[src/cke_pkg.sv]
package cke_pkg;

	localparam int KmerCodeW = 64;
	localparam int KmerLenW  = 6;

	typedef enum logic [1:0] {
		CFG_KMER_LENGTH   = 2'd0,
		CFG_STRANDED_MODE = 2'd1
	} cfg_index_t;

	typedef logic [1:0] base_t;

	typedef struct packed {
		logic [KmerCodeW-1:0] kmer_code;
		logic                 window_full;
		logic                 bad_char;
		logic                 took_reverse;
	} result_t;

	typedef struct packed {
		logic  is_base;
		base_t base;
	} base_dec_t;

	localparam logic [7:0] CharUpperA = 8'h41;
	localparam logic [7:0] CharUpperC = 8'h43;
	localparam logic [7:0] CharUpperG = 8'h47;
	localparam logic [7:0] CharUpperT = 8'h54;
	localparam logic [7:0] CharLowerA = 8'h61;
	localparam logic [7:0] CharLowerC = 8'h63;
	localparam logic [7:0] CharLowerG = 8'h67;
	localparam logic [7:0] CharLowerT = 8'h74;

	localparam base_t BaseA = 2'd0;
	localparam base_t BaseC = 2'd1;
	localparam base_t BaseG = 2'd2;
	localparam base_t BaseT = 2'd3;

	function automatic base_dec_t decode_base(input logic [7:0] ch);
		base_dec_t d;
		d.is_base = 1'b1;
		case (ch)
			CharUpperA, CharLowerA: d.base = BaseA;
			CharUpperC, CharLowerC: d.base = BaseC;
			CharUpperG, CharLowerG: d.base = BaseG;
			CharUpperT, CharLowerT: d.base = BaseT;
			default: begin
				d.is_base = 1'b0;
				d.base    = BaseA;
			end
		endcase
		return d;
	endfunction

endpackage

[src/cke_kmer_calc.sv]
module cke_kmer_calc
	import cke_pkg::*;
#(
	parameter int MAX_K = 32
) (
	input  logic [7:0]                        nuc_char,
	input  logic                              restart,
	input  logic [KmerLenW-1:0]               kmer_length,
	input  logic                              stranded_mode,
	input  logic [2*MAX_K-1:0]                fwd_cur,
	input  logic [2*MAX_K-1:0]                rev_cur,
	input  logic [$clog2(MAX_K+1)-1:0]        fill_cur,
	output logic [2*MAX_K-1:0]                fwd_next,
	output logic [2*MAX_K-1:0]                rev_next,
	output logic [$clog2(MAX_K+1)-1:0]        fill_next,
	output result_t                           result
);

	localparam int CodeW = 2 * MAX_K;
	localparam int FillW = $clog2(MAX_K + 1);
	localparam int ShW   = FillW + 1;
	localparam logic [ShW-1:0]   CodeWSh = ShW'(CodeW);
	localparam logic [FillW-1:0] MaxKF   = FillW'(MAX_K);

	base_dec_t            dec;
	logic [CodeW-1:0]     fwd_base;
	logic [CodeW-1:0]     rev_base;
	logic [FillW-1:0]     fill_base;
	logic [FillW-1:0]     k_eff;
	logic [ShW-1:0]       two_k;
	logic [CodeW-1:0]     mask;
	logic [CodeW-1:0]     fwd_k;
	logic [CodeW-1:0]     rc_k;
	logic                 full;
	logic                 use_rc;

	// Out-of-range lengths clamp to 1..MAX_K.
	always_comb begin
		if (kmer_length == '0) begin
			k_eff = FillW'(1);
		end else if ({1'b0, kmer_length} > (KmerLenW + 1)'(MAX_K)) begin
			k_eff = MaxKF;
		end else begin
			k_eff = FillW'(kmer_length);
		end
	end

	assign dec       = decode_base(nuc_char);
	assign fwd_base  = restart ? '0 : fwd_cur;
	assign rev_base  = restart ? '0 : rev_cur;
	assign fill_base = restart ? '0 : fill_cur;
	assign two_k     = {k_eff, 1'b0};

	always_comb begin
		if (dec.is_base) begin
			fwd_next  = (fwd_base << 2) | CodeW'(dec.base);
			rev_next  = (rev_base >> 2) | (CodeW'(~dec.base) << (CodeW - 2));
			fill_next = (fill_base < MaxKF) ? fill_base + FillW'(1) : fill_base;
		end else begin
			fwd_next  = '0;
			rev_next  = '0;
			fill_next = '0;
		end
	end

	assign mask   = ~({CodeW{1'b1}} << two_k);
	assign fwd_k  = fwd_next & mask;
	assign rc_k   = rev_next >> (CodeWSh - two_k);
	assign full   = dec.is_base && (fill_next >= k_eff);
	assign use_rc = full && !stranded_mode && (rc_k < fwd_k);

	always_comb begin
		result.window_full  = full;
		result.bad_char     = !dec.is_base;
		result.took_reverse = use_rc;
		if (!full) begin
			result.kmer_code = '0;
		end else if (use_rc) begin
			result.kmer_code = KmerCodeW'(rc_k);
		end else begin
			result.kmer_code = KmerCodeW'(fwd_k);
		end
	end

endmodule

[src/canonical_kmer_stream_encoder.sv]
// Canonical k-mer stream encoder.
// The item channel (item_valid, item_stall) carries one ASCII character per
// beat in nuc_char, with restart set on the first character of a sequence.
// The result channel (result_valid, result_stall) returns exactly one beat
// per item: the 2-bit packed k-mer in kmer_code, window_full, bad_char and
// took_reverse. In unstranded mode the smaller of the forward code and its
// reverse complement is reported.
// The configuration channel (cfg_valid, cfg_ready, cfg_index, cfg_data)
// writes kmer_length at index 0 and stranded_mode at index 1. cfg_ready is
// always high; write only while no item is in flight.
// An accepted item sits in the input register, where the
// rolling window update, the reverse-complement alignment and the
// 2*MAX_K-bit compare run, and its result then moves into the output
// register, from which the result beat is offered.
// Throughput is one item per cycle as long as results are taken.
// When the receiver stalls, the result holds and the input register can
// still take one more item; item_stall rises only when both are occupied.
// Reset clears the window, the fill count, both pipeline valids and sets
// kmer_length to 31 and stranded_mode to 0.
module canonical_kmer_stream_encoder
	import cke_pkg::*;
#(
	parameter int MAX_K = 32
) (
	input  logic                  clk,
	input  logic                  arst_n,
	input  logic                  item_valid,
	output logic                  item_stall,
	input  logic [7:0]            nuc_char,
	input  logic                  restart,
	output logic                  result_valid,
	input  logic                  result_stall,
	output logic [KmerCodeW-1:0]  kmer_code,
	output logic                  window_full,
	output logic                  bad_char,
	output logic                  took_reverse,
	input  logic                  cfg_valid,
	output logic                  cfg_ready,
	input  logic [1:0]            cfg_index,
	input  logic [KmerLenW-1:0]   cfg_data
);

	localparam int CodeW = 2 * MAX_K;
	localparam int FillW = $clog2(MAX_K + 1);

	logic                 valid_s1;
	logic [7:0]           nuc_char_s1;
	logic                 restart_s1;
	logic                 result_valid_s2;
	result_t              result_s2;

	logic [CodeW-1:0]     fwd_q;
	logic [CodeW-1:0]     rev_q;
	logic [FillW-1:0]     fill_q;
	logic [KmerLenW-1:0]  kmer_length_q;
	logic                 stranded_q;

	logic [CodeW-1:0]     fwd_next;
	logic [CodeW-1:0]     rev_next;
	logic [FillW-1:0]     fill_next;
	result_t              result_next;
	logic                 advance_s1;
	logic                 cfg_write;

	assign advance_s1 = valid_s1 && !(result_valid_s2 && result_stall);
	assign item_stall = valid_s1 && !advance_s1;
	assign cfg_ready  = 1'b1;
	assign cfg_write  = cfg_valid && cfg_ready;

	cke_kmer_calc #(
		.MAX_K(MAX_K)
	) u_calc (
		.nuc_char      (nuc_char_s1),
		.restart       (restart_s1),
		.kmer_length   (kmer_length_q),
		.stranded_mode (stranded_q),
		.fwd_cur       (fwd_q),
		.rev_cur       (rev_q),
		.fill_cur      (fill_q),
		.fwd_next      (fwd_next),
		.rev_next      (rev_next),
		.fill_next     (fill_next),
		.result        (result_next)
	);

	always_ff @(posedge clk or negedge arst_n) begin
		if (!arst_n) begin
			kmer_length_q <= KmerLenW'(31);
			stranded_q    <= 1'b0;
		end else if (cfg_write) begin
			case (cfg_index)
				CFG_KMER_LENGTH:   kmer_length_q <= cfg_data;
				CFG_STRANDED_MODE: stranded_q    <= cfg_data[0];
				default: ;
			endcase
		end
	end

	always_ff @(posedge clk or negedge arst_n) begin
		if (!arst_n) begin
			valid_s1 <= 1'b0;
		end else if (!item_stall) begin
			valid_s1 <= item_valid;
		end
	end

	always_ff @(posedge clk) begin
		if (!item_stall && item_valid) begin
			nuc_char_s1 <= nuc_char;
			restart_s1  <= restart;
		end
	end

	always_ff @(posedge clk or negedge arst_n) begin
		if (!arst_n) begin
			fwd_q  <= '0;
			rev_q  <= '0;
			fill_q <= '0;
		end else if (advance_s1) begin
			fwd_q  <= fwd_next;
			rev_q  <= rev_next;
			fill_q <= fill_next;
		end
	end

	always_ff @(posedge clk or negedge arst_n) begin
		if (!arst_n) begin
			result_valid_s2 <= 1'b0;
		end else if (advance_s1) begin
			result_valid_s2 <= 1'b1;
		end else if (!result_stall) begin
			result_valid_s2 <= 1'b0;
		end
	end

	always_ff @(posedge clk) begin
		if (advance_s1) begin
			result_s2 <= result_next;
		end
	end

	assign result_valid = result_valid_s2;
	assign kmer_code    = result_s2.kmer_code;
	assign window_full  = result_s2.window_full;
	assign bad_char     = result_s2.bad_char;
	assign took_reverse = result_s2.took_reverse;

`ifndef SYNTHESIS
	a_bad_clears_window: assert property (@(posedge clk) disable iff (!arst_n)
		advance_s1 && result_next.bad_char |=> fill_q == '0 && fwd_q == '0 && rev_q == '0)
		else $error("window not cleared after a bad character");

	a_bad_result_empty: assert property (@(posedge clk) disable iff (!arst_n)
		result_valid && bad_char |-> !window_full && !took_reverse && kmer_code == '0)
		else $error("bad character beat carries a k-mer");

	a_reverse_only_unstranded: assert property (@(posedge clk) disable iff (!arst_n)
		advance_s1 && result_next.took_reverse |-> !stranded_q && result_next.window_full)
		else $error("reverse complement taken in stranded mode or before the window filled");

	a_stall_needs_full_pipe: assert property (@(posedge clk) disable iff (!arst_n)
		item_stall |-> valid_s1 && result_valid_s2 && result_stall)
		else $error("input stalled with a free pipeline slot");
`endif

endmodule
[config.mk]
export PLATFORM = sky130hd
export DESIGN_NAME = canonical_kmer_stream_encoder
export DESIGN_NICKNAME = d
export VERILOG_FILES = /design/src/cke_pkg.sv /design/src/cke_kmer_calc.sv /design/src/canonical_kmer_stream_encoder.sv
export SDC_FILE = /design/constraint.sdc
export NUM_CORES = 1
export LEC_CHECK = 0
export ABC_CLOCK_PERIOD_IN_PS = 7500
export BUFFER_PORTS_ARGS = -buffer_cell sky130_fd_sc_hd__buf_2
export CAP_MARGIN = 0
export CORE_MARGIN = 4
export CORE_UTILIZATION = 30
export CTS_CLUSTER_DIAMETER = 80
export DETAILED_ROUTE_END_ITERATION = 8
export PLACE_DENSITY = 0.55
export SETUP_SLACK_MARGIN = 0.4
export SLEW_MARGIN = 30
export SYNTH_ARGS = -nofsm -noshare
export SYNTH_HDL_FRONTEND = slang
export SYNTH_SLANG_ARGS = --single-unit
[constraint.sdc]
create_clock -name clk -period 7.5 [get_ports clk]
set_clock_uncertainty 0.15 [all_clocks]
set_input_delay 0 -clock clk [delete_from_list [all_inputs] [get_ports clk]]
set_output_delay 0 -clock clk [all_outputs]
set_load 0.005 [all_outputs]
==> impl_metrics.py <==
metrics = {
    "critical_path": {
        "crit_chain": "nor4_2 > o21ai_4 > ha_4 > buf_12 > nor3_1 > a32oi_1 > buf_4 > mux2i_1 > a21oi_1 > a21oi_1 > ha_1 > o21ai_0 > nand2b_1 > a21oi_1 > or4_1 > o311ai_1 > o211ai_4 > buf_12 > buf_12 > or2_2 > a21oi_1",
        "crit_fanout": 61,
        "rr_startpoint": "kmer_length_q[2]",
        "arrival_ns": 6.97,
        "r2r_slack_ns": 0.75,
        "crit_top_cell": "a21oi_1",
        "critPathRequiredTime_ns": 7.72,
        "r2r_cells": 21,
        "crit_cells": 21,
        "path_delay_family": "compound AO/OA/AOI/OAI gates",
        "start_kind": "flop",
        "cpPeakStageDelay_ns": 0.79,
        "reg2reg_to": "kmer_code[60]",
        "path_class": "flop to flop",
        "crit_buf_inv": 4,
        "cp_slowest_cell": "dfstp_2",
        "cp-end-kind": "flop",
    },
    "sta": {
        "slew_headroom_pct": 36.4,
        "drv_slew": 0,
        "tightest_slew_ns": 0.952,
        "finalCriticalPeriod_ns": 6.75,
        "tns_ns": 0,
        "setup_viol": 0,
        "rsz0062_at_grt": "no",
        "clock.fmax_ghz": 0.148,
        "hold_viol_final": 0,
        "min_period_over_period_pct": 90.0,
    },
    "global_route": {
        "grt_util_met3_pct": 2.82,
        "grt_max_degree": 109,
        "grt_pass1_wl_mm": 86.6,
        "met2_usage_pct": 29.3,
        "grt-busiest-layer": "met2",
        "antenna_found_initial": 0,
        "grt_use_met1_pct": 28.9,
        "grt-ovfl-total": 0,
        "first_global_vias": 14100,
        "grt_util_all_layers_pct": 19.2,
    },
    "clocking": {
        "cts.sinks": 214,
        "clockBufferDepth": 3,
        "clock-root-buffer": "clkbuf_16",
        "numCtsBuffers": 27,
        "htreeDepth": 1,
        "cts_tree": "done",
        "path_clk_slew_ns": 0.06,
        "insertion_delay_ns": 0.57,
    },
    "drt": {
        "drt-pass1-iter-count": 6,
        "drtIter0Drc": 1563,
        "wl_mm": 56.8,
        "wl_per_cell_um": 21.3,
        "vias": 15100,
        "via_per_inst": 5.67,
        "drc": 0,
        "postRouteAntennaNets": 0,
    },
    "floorplanning": {
        "fp.dieArea_um2": 56700,
        "start_util_pct": 30.3,
        "rows": 84,
        "fp.dieH_um": 238,
        "core-area_um2": 52400,
        "die_w_um": 238,
        "pin_count": 92,
    },
    "pwr": {
        "ir_drop_uv": 158,
        "power.density_nw_per_um2": 222,
        "total_leakage_power_nw": 7.19,
    },
    "hold_path": {
        "worstHoldPathType": "input port to flop",
        "holdCritStartpoint": "cfg_data[4]",
        "whs_path_depth": 3,
        "min_to": "kmer_length_q[4]",
    },
    "synth": {
        "ys_warn_count": 0,
        "synth-seq-area-share_pct": 36.1,
        "synthCells": 1906,
        "ys_seq_elements": 214,
        "synth_nets": 2002,
        "avgSynthCellArea_um2": 8.33,
        "async_flop_share_pct": 65.0,
        "synthFlopType": "dfrtp_1",
        "synth_cell_types": 84,
        "synth_edf_count": 75,
        "syn-cell-area_um2": 15900,
    },
    "run": {
        "maxCapViolCount": 0,
    },
    "finish": {
        "antennaDiodeCount": 0,
        "layout_commonest_cell": "nand2_1",
        "drive_above_1_share_pct": 14.1,
        "final_core_util_pct": 35.2,
        "fin_nets": 2057,
        "area_growth_pct": 16.2,
        "final_cell_mix": "nand2_1, o21ai_0, nor2_1, dfrtp_1, a21oi_1",
    },
    "place": {
        "numPortBuffers": 89,
        "hpwlAfterDp_mm": 40.4,
        "globalplace.congestion": 0.939,
    },
    "outcome": {
        "status": "complete, no violations",
    },
}
[worst max-delay path by stage]
stage | start | end
4_1_cts | kmer_length_q[2] | kmer_code[27]
2_1_floorplan | kmer_length_q[2] | kmer_code[22]
3_5_place_dp | kmer_length_q[2] | kmer_code[27]
5_1_grt | kmer_length_q[2] | kmer_code[60]
6_report | kmer_length_q[2] | kmer_code[60]
3_3_place_gp | kmer_length_q[2] | kmer_code[27]
[sequential cells by signal (all words and copies together), names as in the netlist]
| signal | cells |
|---|---|
| kmer_code | 64 |
| took_reverse | 1 |
| window_full | 1 |
| valid_s1 | 1 |
| kmer_length_q | 6 |
| rev_q | 62 |
| result_valid | 1 |
| bad_char | 1 |
| stranded_q | 1 |
| restart_s1 | 1 |
| nuc_char_s1 | 7 |
| fwd_q | 62 |
| fill_q | 6 |
[stage by stage]
stage	power (mW)	hold WS, ns	instances	setup slack [ns]	cell area, um2
5_1_grt	4.28	0.120	2670	0.533	18400
2_1_floorplan	2.26	-0.446	1906	0.671	15900
3_5_place_dp	2.71	-0.0845	2580	0.425	17100
4_1_cts	4.09	0.0761	2667	0.421	18400
6_report	4.10	0.114	2670	0.753	18400
3_3_place_gp	2.69	-0.0877	2580	0.540	17100
[Yosys cell counts, drive strengths merged, types with 17 or more instances]
| cell | count | area, um2 |
|---|---|---|
| o211ai | 19 | 148 |
| clkbuf | 105 | 395 |
| nand2b | 17 | 106 |
| nor3 | 41 | 205 |
| o22ai | 17 | 106 |
| or2 | 34 | 213 |
| nor2 | 157 | 589 |
| edfxtp | 75 | 2250 |
| and2 | 18 | 113 |
| mux2i | 65 | 651 |
| inv | 24 | 90.1 |
| dfrtp | 134 | 3350 |
| ha | 74 | 926 |
| o21ai | 176 | 881 |
| mux2 | 34 | 383 |
| nor2b | 17 | 106 |
| o31ai | 22 | 165 |
| nand3 | 96 | 480 |
| a21oi | 101 | 505 |
| buf | 50 | 243 |
| nand2 | 375 | 1410 |
| mux4 | 30 | 676 |
[kinds of logic after synthesis]
group                      synth area share [%]
DFF                                        36.1
adders and majority gates                  5.83
other                                    0.0236
xor gates and xnor gates                  0.166
muxes                                      10.8
and+or+nand+nor                            23.6
AOI/OAI and AO/OA                          18.8
buffers and inverters                      4.61
[report_power, final]
group	internal (mW)	leakage, nW	switching (mW)
clock	0.801	0.443	0.539
sequential	1.25	2.66	0.0282
combinational	0.506	4.09	0.973
[layer usage]
layer | vias up | wire length, um
li1 | 7030 | -
met1 | 7400 | 26100
met2 | 630 | 25000
met3 | 85 | 4400
met4 | 0 | 1300
met5 | - | 0
[tightest hold or removal path, stage by stage]
cell and delay, ns:
dlygate4sd3_1 0.52, buf_2 0.11, mux2_2 0.15
[final cells by class]
class,instances,area (um2)
fillers,5430,34000
repair buffers,180,1330
inverters,25,103
flip-flops and latches,214,5740
multi-input cells,1513,9500
clock inverters,14,171
clock buffers,36,739
well taps,688,861
[what timing repair did]
action | CTS | global route
buffers inserted | 0 | 2
hold buffers | 37 | 0
hold endpoints to repair | 97 | 0
setup endpoints to repair | 0 | 57
gates resized for setup | 0 | 5
No activity file was read; power rests on OpenSTA's default activity.
